File: src/chx_pkg.sv
package chx_pkg;

    localparam int CORDIC_STEPS_DEF = 16;
    localparam int SAMPLE_BITS_DEF  = 16;
    localparam int ATAN_LEN         = 24;
    localparam int ANGLE_W          = 32;
    localparam int PRESCALE_W       = 40;
    localparam int CORDIC_W         = 44;
    localparam int CFG_W            = 16;
    localparam int CD_W             = 16;
    localparam int PROD_W           = 48;
    localparam int MID_DEPTH        = 4;
    localparam int OUT_DEPTH        = 2;

    localparam logic [CD_W-1:0] CD_ZERO = 16'd0;
    localparam logic [CD_W-1:0] CD_90   = 16'd9000;
    localparam logic [CD_W-1:0] CD_180  = 16'd18000;
    localparam logic [CD_W-1:0] CD_270  = 16'd27000;
    localparam logic [CD_W-1:0] CD_FULL = 16'd36000;

    localparam logic [ANGLE_W-1:0] HALF_TURN  = 32'h8000_0000;
    localparam logic [PROD_W-1:0]  CD_ROUND   = 48'h0000_8000_0000;
    localparam logic [PROD_W-1:0]  CD_SCALE   = 48'd36000;

    // atan(2^-i) in binary angle units, 2^32 per turn
    localparam logic [ANGLE_W-1:0] ATAN_TURNS [0:ATAN_LEN-1] = '{
        32'd536870912, 32'd316933406, 32'd167458907, 32'd85004756,
        32'd42667331,  32'd21354465,  32'd10679838,  32'd5340245,
        32'd2670163,   32'd1335087,   32'd667544,    32'd333772,
        32'd166886,    32'd83443,     32'd41722,     32'd20861,
        32'd10430,     32'd5215,      32'd2608,      32'd1304,
        32'd652,       32'd326,       32'd163,       32'd81
    };

    typedef enum logic {
        CFG_OFFSET_X = 1'b0,
        CFG_OFFSET_Y = 1'b1
    } t_cfg_idx;

    typedef struct packed {
        logic            is_fixed;
        logic [CD_W-1:0] fixed_cd;
    } t_cls;

endpackage

File: src/chx_front.sv
module chx_front #(
    parameter int SAMPLE_BITS = 16
) (
    input  logic                    i_clk,
    input  logic                    i_rst_n,
    input  logic                    i_cfg_we,
    input  logic                    i_cfg_idx,
    input  logic [chx_pkg::CFG_W-1:0] i_cfg_data,
    input  logic [SAMPLE_BITS-1:0]  i_mag_x,
    input  logic [SAMPLE_BITS-1:0]  i_mag_y,
    output logic [SAMPLE_BITS:0]    o_hx,
    output logic [SAMPLE_BITS:0]    o_hy,
    output chx_pkg::t_cls           o_cls
);
    import chx_pkg::*;

    logic [CFG_W-1:0]       r_off_x, r_off_y, n_off_x, n_off_y;
    logic [SAMPLE_BITS-1:0] off_x, off_y;
    logic signed [SAMPLE_BITS:0] hx, hy;

    always_comb begin
        n_off_x = r_off_x;
        n_off_y = r_off_y;
        if (i_cfg_we) begin
            unique case (i_cfg_idx)
                CFG_OFFSET_X: n_off_x = i_cfg_data;
                CFG_OFFSET_Y: n_off_y = i_cfg_data;
                default: ;
            endcase
        end
    end

    always_ff @(posedge i_clk) begin
        if (!i_rst_n) begin
            r_off_x <= '0;
            r_off_y <= '0;
        end else begin
            r_off_x <= n_off_x;
            r_off_y <= n_off_y;
        end
    end

    assign off_x = SAMPLE_BITS'(r_off_x);
    assign off_y = SAMPLE_BITS'(r_off_y);
    assign hx = $signed({i_mag_x[SAMPLE_BITS-1], i_mag_x})
              - $signed({off_x[SAMPLE_BITS-1], off_x});
    assign hy = $signed({i_mag_y[SAMPLE_BITS-1], i_mag_y})
              - $signed({off_y[SAMPLE_BITS-1], off_y});

    // axis-aligned vectors bypass the CORDIC
    always_comb begin
        o_cls.is_fixed = (hx == '0) || (hy == '0);
        if (hx == '0 && hy == '0) begin
            o_cls.fixed_cd = CD_ZERO;
        end else if (hx == '0) begin
            o_cls.fixed_cd = hy[SAMPLE_BITS] ? CD_90 : CD_270;
        end else begin
            o_cls.fixed_cd = hx[SAMPLE_BITS] ? CD_180 : CD_ZERO;
        end
    end

    assign o_hx = hx;
    assign o_hy = hy;

endmodule

File: config.mk
export PLATFORM = sky130hd
export DESIGN_NAME = chx_front
export DESIGN_NICKNAME = d
export VERILOG_FILES = /design/src/chx_pkg.sv /design/src/chx_front.sv
export SDC_FILE = /design/constraint.sdc
export NUM_CORES = 1
export LEC_CHECK = 0
export BUFFER_PORTS_ARGS = -buffer_cell sky130_fd_sc_hd__buf_2
export CAP_MARGIN = 5
export CORE_MARGIN = 5
export CORE_UTILIZATION = 53
export CTS_CLUSTER_DIAMETER = 80
export DETAILED_ROUTE_END_ITERATION = 16
export GPL_ROUTABILITY_DRIVEN = 0
export PLACE_DENSITY = 0.82
export SLEW_MARGIN = 20
export SYNTH_ARGS = -nofsm -noshare
export SYNTH_HDL_FRONTEND = slang
export SYNTH_SLANG_ARGS = --single-unit
File: constraint.sdc
create_clock -name i_clk -period 4.1 [get_ports i_clk]
set_input_delay 0.205 -clock i_clk [delete_from_list [all_inputs] [get_ports i_clk]]
set_output_delay 0.205 -clock i_clk [all_outputs]
set_load 0.005 [all_outputs]
==> flow_summary.json <==
{
  "outcome": "complete, no violations",
  "ys_seq_area_share_pct": 18.4,
  "crit_family": "simple AND/OR/NAND/NOR gates",
  "cts_sinks": 32,
  "path_class": "reg -> out",
  "post-cts-setup-buffer-count": 0,
  "synth_area_leader_cell": "dfxtp_1",
  "synthFlopType": "dfxtp_1",
  "start_util_pct": 54.5,
  "gr-total-overflow": 0,
  "clockBufferDepth": 2,
  "crit_fanout": 4,
  "h-tree-depth": 2,
  "ant_nets": 0,
  "vias": 3703,
  "antenna_found_initial": 0,
  "fp.dieW_um": 91.1,
  "synth-edff-count": 0,
  "synth.avg_cell_area_um2": 7.21,
  "grt_max_degree": 33,
  "slowest_delay_ns": 0.50,
  "drc": 0,
  "synthTopCellsByCount": "nand2_1 (80), inv_1 (59), a21boi_0 (34)",
  "ys_warn_count": 0,
  "io_pins": 103,
  "tns_ns": 0,
  "grt_pass1_vias": 3467,
  "grt_usage_pct": 21.5,
  "cap_violations": 0,
  "clk_pin_slew_ns": 0.07,
  "synth_area_um2": 3480,
  "skew_ns": 0,
  "p_leak_nw": 1.79,
  "end_kind": "primary output",
  "n_fill_cell": 591,
  "dpl.hpwl_um": 7790,
  "cts_resized": 0,
  "routed_wl_um": 9420,
  "port_buffers": 96,
  "ys_top_cells_by_area": "dfxtp_1 (18%), ha_1 (11%), nand2_1 (8.6%)",
  "power.density_nw_per_um2": 268,
  "die_h_um": 91.1,
  "rows": 29,
  "wire_per_inst_um": 14.8,
  "cp_num_buf_inv": 1,
  "cp.arrival_ns": 3.41,
  "synth_cell_type_count": 68,
  "place_inst": 630,
  "irDropWorstVdd_mv": 0.263,
  "tritoncts": "done",
  "finalNetCount": 646,
  "required_ns": 3.89,
  "multi_input_area_um2": 2470,
  "n_antenna_cell": 0,
  "startpoint_type": "flop",
  "final_cell_count_no_fill": 638,
  "yosysMostFrequentCell": "nand2_1",
  "fin_util_pct": 62.7,
  "hold_viol": 0,
  "min_period_ns": 3.62,
  "hold_path_class": "in -> reg",
  "cts_hold_buf": 0,
  "seqCellArea_um2": 641,
  "design_area_um2": 4010,
  "finalSetupViolations": 0,
  "drt_iter0_drc": 222,
  "crit_path_cell_trace": "ha_1 -> fa_1 -> nand2_1 -> a2111oi_0 -> o21ai_0 -> or4_1 -> nor4_1 -> nand4b_1 -> a311oi_1 -> buf_2",
  "clockRootBuffer": "clkbuf_8",
  "cts_buffers": 5,
  "vias_per_cell": 5.80,
  "syn-instance-count": 483,
  "clock_latency_ns": 0.28,
  "drive_gt1_share_pct": 20.7,
  "fmaxAchievable_mhz": 277,
  "design_power_total_w": 0.00107,
  "area_delta_synth_final_pct": 15.0,
  "drtPass1Iterations": 5,
  "worstMarginPinSlew_ns": 0.641,
  "dpl_cell_area_um2": 3910,
  "finalMaxSlewViolations": 0,
  "ys_async_sr_fraction_pct": 0,
  "core_um2": 6390,
  "crit_slowest_cell": "fa_1",
  "rsz0062_at_grt": "false",
  "finalCritPeriodShare_pct": 88.2,
  "slew_headroom_pct": 57.1,
  "synth_top_cell_area_share_pct": 18.4,
  "grt_first_pass_wirelength_um": 15300,
  "ys_ff_latch": 32,
  "die_area_um2": 8290
}
[flip-flops by register name (all words and copies together) (netlist names)]
name,count
off_x,16
off_y,16
[cells in the final DEF, fill, tap and decap left out, types with 9 or more instances in the layout]
cell	netlist	layout
buf_2	2	96
ha_1	32	32
a21boi_0	34	34
xnor2_1	9	9
nor2_1	19	19
a21oi_1	18	18
dfxtp_1	32	32
o21ai_0	12	12
a21o_1	11	11
nand2_1	80	80
nor3_1	9	9
inv_1	59	59
[area by class of cell]
type | count | area share, %
clock buffer | 6 | 2.06
clock inverter | 2 | 0.250
inverter | 59 | 5.53
multi-input combinational | 366 | 61.8
sequential | 32 | 16.0
tap | 77 | 2.41
timing repair buffer | 96 | 12.0
[worst min-delay path, cell delays in order]
cell and delay [ns]:
buf_2 0.11, nand2_1 0.05, a21boi_0 0.06
[cell families after synthesis]
family                   synth area share, %
AO/OA/AOI/OAI                           29.4
XOR/XNOR                                3.77
adder cells (fa/ha/maj)                 12.6
buffers and inverters                   11.2
flip-flops                              18.4
multiplexers                           0.575
other                                  0.108
AND/OR/NAND/NOR                         23.9
[per-stage QoR]
step	hold WS (ns)	setup WS, ns
6_report	0.183	0.484
5_1_grt	0.174	0.0843
4_1_cts	0.179	0.528
3_5_place_dp	0.461	0.816
3_3_place_gp	0.452	0.945
2_1_floorplan	0.350	1.10
[final timing paths]
check                                   start        end  slack, ns  cells past startpoint
worst max register to register       off_y[1]   off_y[1]       3.42                      2
worst min-delay path            i_cfg_data[7]   off_y[7]       0.18                      3
worst max-delay path                 off_x[0]  o_cls[11]       0.48                     10
worst min register to register      off_x[12]  off_x[12]       0.47                      2
[per-layer routing]
metal  vias to the layer above  share of wire, %  track usage [%]
met5                         -                 0                0
met1                      1681                44             27.7
li1                       1836                 -                -
met4                         0               3.0             6.72
met3                        30               7.9             4.88
met2                       156                45             35.6
[where the power goes]
| group | leakage, nW | switching, W | total (W) | internal, W |
|---|---|---|---|---|
| clock network | 0.0510 | 0.000115 | 0.000249 | 0.000134 |
| logic | 1.48 | 0.000283 | 0.000492 | 0.000208 |
| registers | 0.262 | 0.00000789 | 0.000333 | 0.000325 |
| total | 1.79 | 0.000407 | 0.00107 | 0.000667 |
Power figures use the tool's default switching activity.
