===== src/chx_fifo.sv =====
module chx_fifo #(
    parameter int WIDTH = 16,
    parameter int DEPTH = 2
) (
    input  logic             i_clk,
    input  logic             i_rst_n,
    input  logic             i_wr,
    input  logic [WIDTH-1:0] i_wdata,
    output logic             o_full,
    input  logic             i_rd,
    output logic [WIDTH-1:0] o_rdata,
    output logic             o_empty
);
    localparam int AW = (DEPTH > 1) ? $clog2(DEPTH) : 1;
    localparam int NW = $clog2(DEPTH + 1);

    logic [WIDTH-1:0] r_mem [0:DEPTH-1];
    logic [AW-1:0]    r_wp, r_rp, n_wp, n_rp;
    logic [NW-1:0]    r_count, n_count;
    logic             wr_ok, rd_ok;

    assign o_full  = (r_count == NW'(DEPTH));
    assign o_empty = (r_count == '0);
    assign wr_ok   = i_wr && !o_full;
    assign rd_ok   = i_rd && !o_empty;
    assign o_rdata = r_mem[r_rp];

    always_comb begin
        n_wp    = r_wp;
        n_rp    = r_rp;
        n_count = r_count;
        if (wr_ok) begin
            n_wp = (r_wp == AW'(DEPTH - 1)) ? '0 : r_wp + 1'b1;
        end
        if (rd_ok) begin
            n_rp = (r_rp == AW'(DEPTH - 1)) ? '0 : r_rp + 1'b1;
        end
        if (wr_ok && !rd_ok) begin
            n_count = r_count + 1'b1;
        end else if (rd_ok && !wr_ok) begin
            n_count = r_count - 1'b1;
        end
    end

    always_ff @(posedge i_clk) begin
        if (!i_rst_n) begin
            r_wp    <= '0;
            r_rp    <= '0;
            r_count <= '0;
        end else begin
            r_wp    <= n_wp;
            r_rp    <= n_rp;
            r_count <= n_count;
        end
    end

    always_ff @(posedge i_clk) begin
        if (wr_ok) begin
            r_mem[r_wp] <= i_wdata;
        end
    end

    a_count_bound: assert property (@(posedge i_clk) disable iff (!i_rst_n)
        r_count <= NW'(DEPTH))
        else $error("queue count beyond depth");

endmodule


===== config.mk =====
export PLATFORM = sky130hd
export DESIGN_NAME = chx_fifo
export DESIGN_NICKNAME = d
export VERILOG_FILES = /design/src/chx_fifo.sv
export SDC_FILE = /design/constraint.sdc
export NUM_CORES = 1
export LEC_CHECK = 0
export BUFFER_PORTS_ARGS = -buffer_cell sky130_fd_sc_hd__buf_2
export CAP_MARGIN = 20
export CORE_MARGIN = 2
export CORE_UTILIZATION = 50
export CTS_CLUSTER_DIAMETER = 30
export CTS_CLUSTER_SIZE = 30
export DETAILED_ROUTE_END_ITERATION = 8
export HOLD_SLACK_MARGIN = 0.02
export PLACE_DENSITY_LB_ADDON = 0.1
export SLEW_MARGIN = 30
export SYNTH_ARGS = -nofsm -noshare
export SYNTH_HDL_FRONTEND = slang
export SYNTH_SLANG_ARGS = --single-unit
export TNS_END_PERCENT = 10

===== constraint.sdc =====
create_clock -name i_clk -period 1.9 [get_ports i_clk]
set_clock_uncertainty 0.1 [all_clocks]
set_input_delay 0.38 -clock i_clk [delete_from_list [all_inputs] [get_ports i_clk]]
set_output_delay 0.38 -clock i_clk [all_outputs]
set_load 0.01 [all_outputs]

==> results of run 1 <==
## final cells by class
| cell class | instances | area (um2) | area share |
|---|---|---|---|
| clock inverter | 1 | 30.0 | 0.0175 |
| tap | 31 | 38.8 | 0.0226 |
| clock buffer | 7 | 55.1 | 0.0320 |
| multi-input combinational | 34 | 307 | 0.178 |
| timing repair buffer | 41 | 219 | 0.127 |
| inverter | 2 | 7.51 | 0.00437 |
| sequential | 37 | 1060 | 0.618 |
## worst max-delay path: cells and delay by family (launching register included)
| kind | cells | cell delay, ns |
|---|---|---|
| muxes | 1 | 0.34 |
| buffers and inverters | 2 | 0.30 |
| DFF | 1 | 0.35 |
## layer usage
metal	share of wire	up-vias	wire length (um)	GRT usage
li1	-	377	-	-
met1	0.41	362	842	0.162
met2	0.50	22	1040	0.238
met3	0.070	4	145	0.0691
met4	0.022	0	45	0.0714
met5	0	-	0	0
## placed cells by master, fill, tap and decap left out, types with 2 or more instances in the layout
cell type,instances
buf_4,3
and2_1,3
dfxtp_1,5
xnor2_1,2
mux2_2,16
nor2_1,2
clkbuf_4,5
buf_2,37
edfxtp_1,32
## through the flow
| step | hold slack, ns | std cells | power [mW] | cell area, um2 | util |
|---|---|---|---|---|---|
| 2_1_floorplan | 0.379 | 75 | 1.52 | 1390 | - |
| 3_5_place_dp | 0.420 | 145 | 1.75 | 1630 | 0.606 |
| 4_1_cts | 0.110 | 153 | 2.31 | 1710 | 0.638 |
| 3_3_place_gp | 0.399 | 145 | 1.73 | 1630 | 0.606 |
| 6_report | 0.127 | 153 | 2.28 | 1720 | 0.639 |
| 5_1_grt | 0.109 | 153 | 2.41 | 1720 | 0.639 |
## state kept, by name (all words and copies together), names as in the netlist, named ones only
register  count
r_count       2
r_mem        32
r_rp          1
r_wp          1
## logic make-up after synthesis
logic type / count (synthesis)
AO/OA/AOI/OAI: 5
XOR/XNOR: 3
adder cells (fa/ha/maj): 1
buffers and inverters: 4
flip-flops: 37
multiplexers: 16
AND/OR/NAND/NOR: 9
## where the power goes
group          leakage (nW)  switching [mW]  internal [mW]  total [mW]
Sequential            0.340          0.0515           1.03        1.08
Combinational         0.287           0.320          0.332       0.652
Clock                0.0455           0.237          0.314       0.551
Total                 0.673           0.608           1.67        2.28
## worst min path at each step
| stage | startpoint | endpoint | slack [ns] | cells past startpoint |
|---|---|---|---|---|
| after floorplan | i_wdata[0] | r_mem[0][0] | 0.38 | 0 |
| after global placement | r_count[1] | r_count[1] | 0.40 | 2 |
| after detailed placement | r_count[1] | r_count[1] | 0.42 | 2 |
| after CTS | i_wdata[0] | r_mem[1][0] | 0.11 | 1 |
| after global routing | i_wdata[4] | r_mem[1][4] | 0.11 | 1 |
| final | i_wdata[15] | r_mem[1][15] | 0.13 | 1 |
## what timing repair did
item | 4_1_cts | 5_1_grt
setup endpoints to repair | 0 | 3
buffers inserted | 0 | 0
gates resized for setup | 0 | 1
==> impl_metrics.csv, run 1 <==
group,metric,value,unit
routing,wl_per_cell,13.6,um
routing,drc,0,
floorplan,initial_core_util,0.517,
clock_network,cts_tree,"built",
floorplan,die_y,56.7,um
worst_setup_path,cpPeakStageDelay,0.35,ns
worst_setup_path,critPathKind,"reg2out",
sta,finalHoldViolCount,0,
synth,synth_commonest_cells,"edfxtp_1, mux2_2, dfxtp_1",
clock_network,root_buffer,"clkbuf_4",
synth,synth_compound_area_frac,0.0234,
synth,synth_edf_count,32,
floorplan,row_count,19,
routing,ant_nets,0,
floorplan,dieArea,0.00321,mm2
sta,max_freq,557,MHz
worst_setup_path,critPathMaxFanout,10,
worst_setup_path,r2r_slack,0.16,ns
routing,num_vias,765,
placement,gp_congestion,0.737,
worst_setup_path,worstPathCellList,"buf_6 -> mux2_2 -> buf_2",
synth,yosysTopAreaCell,"edfxtp_1",
synth,netlist_instances,75,
placement,hpwl,1410,um
clock_network,cts-hold-fix-buffers,0,
job,max-cap-violations,0,
sta,tns,0,ns
routing,routed_wl,2080,um
floorplan,placeableCoreArea,0.00269,mm2
sta,finalCriticalPeriod,1.80,ns
worst_setup_path,crit_path_end,"o_rdata[2]",
sta,rsz0062_at_grt,"no",
grt,antenna_found_initial,0,
placement,dp_slack,0.224,ns
grt,grt_pass1_wl,3360,um
synth,synth_top_family_by_area,"multiplexers",
worst_setup_path,reg2reg_from,"r_count[0]",
routing,first_pass_iters,4,
worst_setup_path,crit_path_start_kind,"register",
synth,ys_ff_latch,37,
floorplan,die_x,56.7,um
status,outcome,"finished, final reports clean",
layout,diodes,0,
clock_network,clkTransAtPathRegs,0.11,ns
clock_network,clk_latency,0.33,ns
synth,synth_mux_area_frac,0.130,
floorplan,io_pins,38,
sta,layout_setup_ws,0.104,ns
sta,worst_slew_pin_slew,0.233,ns
synth,syn-cell-area,0.00139,mm2
grt,grt_overflow,0,
layout,finalNetCount,142,
power,vdd.ir_drop.worst,889,uV
layout,n_fill_cell,221,
synth,synth-simple-area-share,0.0397,
sta,slew_viol_final,0,
clock_network,numCtsBuffers,5,
hold_path,min_path_type,"in2reg",
synth,synth_xor_area_frac,0.0189,
synth,synth_top_flop_cell,"edfxtp_1",
worst_setup_path,end_kind,"primary output",
grt,grt_pass1_vias,766,
sta,setup_violations,0,
routing,drt_iter0_drc,21,
worst_setup_path,worstReg2RegEnd,"r_count[1]",
grt,track_usage,0.147,
synth,yosysMostFrequentCell,"edfxtp_1",
synth,synth_top_area_frac,0.693,
power,leakagePower,0.673,nW
synth,ys_warn_count,0,
synth,avgSynthCellArea,18.5,um2
routing,vias_per_cell,5.00,
clock_network,clockBufferDepth,2,
clock_network,clkSinkCount,37,
layout,syn_to_final_growth,23.8,%
grt,grt_max_degree,18,
sta,maxSlewHeadroom,0.845,
synth,yosys-top-cells-area,"edfxtp_1, mux2_2, dfxtp_1",
layout,drive_gt1_frac,0.541,
power,power_density,1330,mW/mm2
clock_network,h-tree-depth,2,
sta,period_share,0.945,
worst_setup_path,worstPathRequired,1.42,ns
synth,synthArstFlopShare,0,
placement,numPortBuffers,37,
synth,ys_seq_area_frac,0.765,
worst_setup_path,r2r_cells,6,
synth,synth_fa_ha_area_frac,0.00902,
worst_setup_path,slowest_stage,"dfxtp_1",
synth,ys_types,21,
worst_setup_path,cp.arrival,1.32,ns
synth,syn_nets,96,
(Power assumes the default switching activity.)
==> inputs of run 2 (changes only) <==
--- a/config.mk
+++ b/config.mk
@@ -8,7 +8,7 @@
 export BUFFER_PORTS_ARGS = -buffer_cell sky130_fd_sc_hd__buf_2
 export CAP_MARGIN = 20
 export CORE_MARGIN = 2
-export CORE_UTILIZATION = 50
+export CORE_UTILIZATION = 30
 export CTS_CLUSTER_DIAMETER = 30
 export CTS_CLUSTER_SIZE = 30
 export DETAILED_ROUTE_END_ITERATION = 8
==> impl_metrics.csv, run 2 (synthesis results as in run 1) <==
group,metric,value,unit
hold_path,min_to,"r_mem[1][11]",
clock_network,clockBufferDepth,2,
routing,drt_iter0_drc,19,
sta,worst_slew_pin_slew,0.237,ns
placement,hpwl,1680,um
clock_network,clk_latency,0.27,ns
routing,num_vias,762,
floorplan,dieArea,0.00519,mm2
clock_network,cts-hold-fix-buffers,0,
placement,dp_slack,0.198,ns
clock_network,root_buffer,"clkbuf_8",
worst_setup_path,worstReg2RegEnd,"r_count[1]",
grt,track_usage,0.102,
worst_setup_path,r2r_cells,6,
worst_setup_path,critPathMaxFanout,10,
layout,diodes,0,
placement,gp_congestion,0.642,
worst_setup_path,worstPathRequired,1.42,ns
clock_network,clkSinkCount,37,
placement,numPortBuffers,37,
routing,first_pass_iters,3,
grt,grt_pass1_wl,3760,um
layout,mostFrequentLayoutCells,"buf_2, edfxtp_1, mux2_2",
worst_setup_path,cp.arrival,1.30,ns
floorplan,io_pins,38,
power,vdd.ir_drop.worst,484,uV
clock_network,numCtsBuffers,5,
hold_path,hold_depth,1,
floorplan,die_y,72.0,um
grt,grt_overflow,0,
clock_network,cts_tree,"built",
sta,layout_setup_ws,0.115,ns
sta,slew_viol_final,0,
clock_network,h-tree-depth,2,
sta,rsz0062_at_grt,"no",
job,max-cap-violations,0,
status,outcome,"finished, final reports clean",
power,leakagePower,0.675,nW
sta,finalHoldViolCount,0,
floorplan,placeableCoreArea,0.00441,mm2
floorplan,die_x,72.0,um
routing,vias_per_cell,4.35,
clock_network,post_cts_buffers,0,
routing,drc,0,
sta,finalCriticalPeriod,1.78,ns
grt,grt_max_degree,17,
worst_setup_path,crit_path_start_kind,"register",
worst_setup_path,reg2reg_from,"r_count[0]",
floorplan,initial_core_util,0.314,
hold_path,hp-start,"i_wdata[11]",
clock_network,clkTransAtPathRegs,0.07,ns
layout,top_regs,"r_mem x32, r_count x2",
sta,period_share,0.939,
layout,drive_gt1_frac,0.537,
layout,largest_reg_flops,32,
routing,wl_per_cell,13.3,um
grt,antenna_found_initial,0,
hold_path,min_path_type,"in2reg",
grt,grt_pass1_vias,800,
routing,routed_wl,2340,um
worst_setup_path,critPathKind,"reg2out",
sta,max_freq,560,MHz
layout,layout_commonest_cell,"buf_2",
worst_setup_path,end_kind,"primary output",
sta,maxSlewHeadroom,0.842,
floorplan,row_count,24,
power,power_density,1290,mW/mm2
routing,ant_nets,0,
layout,syn_to_final_growth,26.1,%
sta,tns,0,ns
layout,finalNetCount,143,
layout,largest_register,"r_mem",
sta,setup_violations,0,
clock_network,cts.repair.resized,0,
worst_setup_path,r2r_slack,0.20,ns
-- run 2: critical path: stages (launching register included) --
cell,delay [ns]
dfxtp_1,0.33
buf_4,0.20
mux2_2,0.36
buf_2,0.14
-- run 2: how the worst max path moves through the flow --
| stage | start | endpoint | slack (ns) |
|---|---|---|---|
| finish | register | o_rdata[12] | 0.12 |
| global route | register | o_rdata[12] | 0.02 |
| CTS | register | o_rdata[15] | 0.10 |
| detailed placement | r_count[0] | r_count[1] | 0.20 |
| global placement | i_wr | r_count[1] | 0.29 |
| floorplan | r_count[0] | r_mem[0][0] | 0.12 |
-- run 2: routing by layer --
| layer | up-vias | global-route usage | wire length, um |
|---|---|---|---|
| li1 | 378 | - | - |
| met1 | 354 | 0.109 | 899 |
| met2 | 26 | 0.171 | 1240 |
| met3 | 4 | 0.0486 | 155 |
| met4 | 0 | 0.0440 | 40 |
| met5 | - | 0 | 0 |
-- run 2: power by group --
group	leakage, nW	internal (mW)	switching [mW]	total (mW)
combinational	0.293	0.337	0.334	0.671
clock	0.0422	0.257	0.245	0.501
sequential	0.340	1.03	0.0521	1.08
-- run 2: through the flow --
stage          std cells  power [mW]  hold slack [ns]   util  cell area [um2]
2_1_floorplan         75        1.52            0.379      -             1390
3_3_place_gp         167        1.76            0.397  0.378             1670
3_5_place_dp         167        1.79            0.457  0.378             1670
4_1_cts              175        2.30            0.175  0.397             1750
5_1_grt              175        2.41            0.171  0.397             1750
6_report             175        2.25            0.186  0.397             1750
-- run 2: final cells by class --
cell class	instances	area, um2
repair buffers	42	223
inverters	2	7.51
fillers	432	2660
flip-flops and latches	37	1060
clock buffers	7	76.3
clock inverters	1	5.00
multi-input cells	34	313
well taps	52	65.1
==> inputs of run 3 (changes only) <==
==> constraint.sdc (replaced) <==
create_clock -name i_clk -period 2 [get_ports i_clk]
set_clock_uncertainty 0.1 [all_clocks]
set_input_delay 0.4 -clock i_clk [delete_from_list [all_inputs] [get_ports i_clk]]
set_output_delay 0.4 -clock i_clk [all_outputs]
set_load 0.01 [all_outputs]
==> impl_metrics.csv, run 3 (synthesis results as in run 1) <==
group,metric,value,unit
worst_setup_path,reg2reg_from,"r_count[0]",
clock_network,clk_latency,0.28,ns
sta,worst_slew_pin_slew,0.237,ns
floorplan,die_x,72.0,um
clock_network,numCtsBuffers,5,
grt,track_usage,0.0983,
layout,n_fill_cell,431,
power,vdd.ir_drop.worst,473,uV
power,power_density,1220,mW/mm2
layout,layout_commonest_cell,"buf_2",
clock_network,post_cts_buffers,0,
clock_network,root_buffer,"clkbuf_8",
routing,first_pass_iters,4,
layout,drive_gt1_frac,0.537,
worst_setup_path,end_kind,"primary output",
power,leakagePower,0.675,nW
routing,drc,0,
grt,grt_pass1_wl,3640,um
floorplan,dieArea,0.00519,mm2
floorplan,placeableCoreArea,0.00441,mm2
job,max-cap-violations,0,
worst_setup_path,worstPathRequired,1.50,ns
layout,multiInputGateArea,313,um2
placement,numPortBuffers,37,
sta,maxSlewHeadroom,0.842,
worst_setup_path,critPathMaxFanout,10,
floorplan,row_count,24,
power,power,2.14,mW
sta,slew_viol_final,0,
layout,finalNetCount,143,
grt,grt_max_degree,17,
clock_network,cts.repair.resized,0,
hold_path,min_to,"r_mem[0][8]",
routing,vias_per_cell,4.38,
floorplan,die_y,72.0,um
routing,num_vias,766,
clock_network,h-tree-depth,2,
placement,hpwl,1640,um
layout,top_regs,"r_mem x32, r_count x2",
status,outcome,"finished, final reports clean",
worst_setup_path,worstReg2RegEnd,"r_count[1]",
layout,mostFrequentLayoutCells,"buf_2, edfxtp_1, mux2_2",
grt,antenna_found_initial,0,
placement,dpl_cell_area,0.00167,mm2
layout,diodes,0,
sta,max_freq,559,MHz
worst_setup_path,r2r_cells,6,
worst_setup_path,critPathKind,"reg2out",
layout,fin_area,0.00175,mm2
placement,gp_congestion,0.643,
layout,syn_to_final_growth,26.1,%
hold_path,hold_depth,1,
layout,layout.area.seq,0.00106,mm2
clock_network,cts-hold-fix-buffers,0,
worst_setup_path,crit_path_start_kind,"register",
sta,finalCriticalPeriod,1.79,ns
clock_network,clkTransAtPathRegs,0.07,ns
sta,period_share,0.894,
routing,ant_nets,0,
sta,rsz0062_at_grt,"no",
hold_path,hp-start,"i_wdata[8]",
floorplan,io_pins,38,
layout,largest_register,"r_mem",
clock_network,clockBufferDepth,2,
clock_network,clkSinkCount,37,
sta,setup_violations,0,
layout,largest_reg_flops,32,
grt,grt_pass1_vias,798,
worst_setup_path,cp.arrival,1.29,ns
sta,finalHoldViolCount,0,
floorplan,initial_core_util,0.314,
worst_setup_path,r2r_slack,0.29,ns
clock_network,cts_tree,"built",
routing,drt_iter0_drc,18,
routing,wl_per_cell,13.3,um
grt,grt_overflow,0,
sta,tns,0,ns
routing,routed_wl,2330,um
hold_path,min_path_type,"in2reg",
==> run 3: cell counts in the layout (fill, tap and decap cells not counted) <==
Identical to the previous run, type by type.
==> run 3: cell type report <==
class                   count  share of cell area
multi-input cells          34               0.179
inverters                   2             0.00429
well taps                  52              0.0372
clock buffers               7              0.0436
clock inverters             1             0.00286
flip-flops and latches     37               0.606
repair buffers             42               0.127
==> run 3: worst max path at each step <==
stage	slack (ns)	start	end
3_5_place_dp	0.29	r_count[0]	r_count[1]
5_1_grt	0.12	register	o_rdata[10]
4_1_cts	0.18	register	o_rdata[15]
2_1_floorplan	0.22	r_count[0]	r_mem[0][0]
6_report	0.21	register	o_rdata[10]
3_3_place_gp	0.37	i_wr	r_count[1]
==> run 3: critical path: stages, from the launching register on <==
cell and delay, ns:
dfxtp_1 0.32, buf_4 0.20, mux2_2 0.35, buf_2 0.14
==> run 3: per-stage QoR <==
stage           util  hold slack [ns]  setup slack [ns]  instances
2_1_floorplan      -            0.383             0.218         75
3_3_place_gp   0.378            0.398             0.369        167
3_5_place_dp   0.378            0.426             0.291        167
4_1_cts        0.397            0.195             0.182        175
5_1_grt        0.397            0.190             0.118        175
6_report       0.397            0.208             0.213        175
==> run 3: power by group <==
group	internal (mW)	switching (mW)	leakage, nW
Sequential	0.977	0.0474	0.340
Clock	0.244	0.235	0.0422
Combinational	0.320	0.317	0.293
Total	1.54	0.599	0.675
==> run 3: metal layers <==
layer | global-route usage | wire (um) | part of all wire
met3 | 0.0500 | 170 | 0.073
met5 | 0 | 0 | 0
met1 | 0.102 | 929 | 0.40
met2 | 0.167 | 1190 | 0.51
met4 | 0.0440 | 40 | 0.017
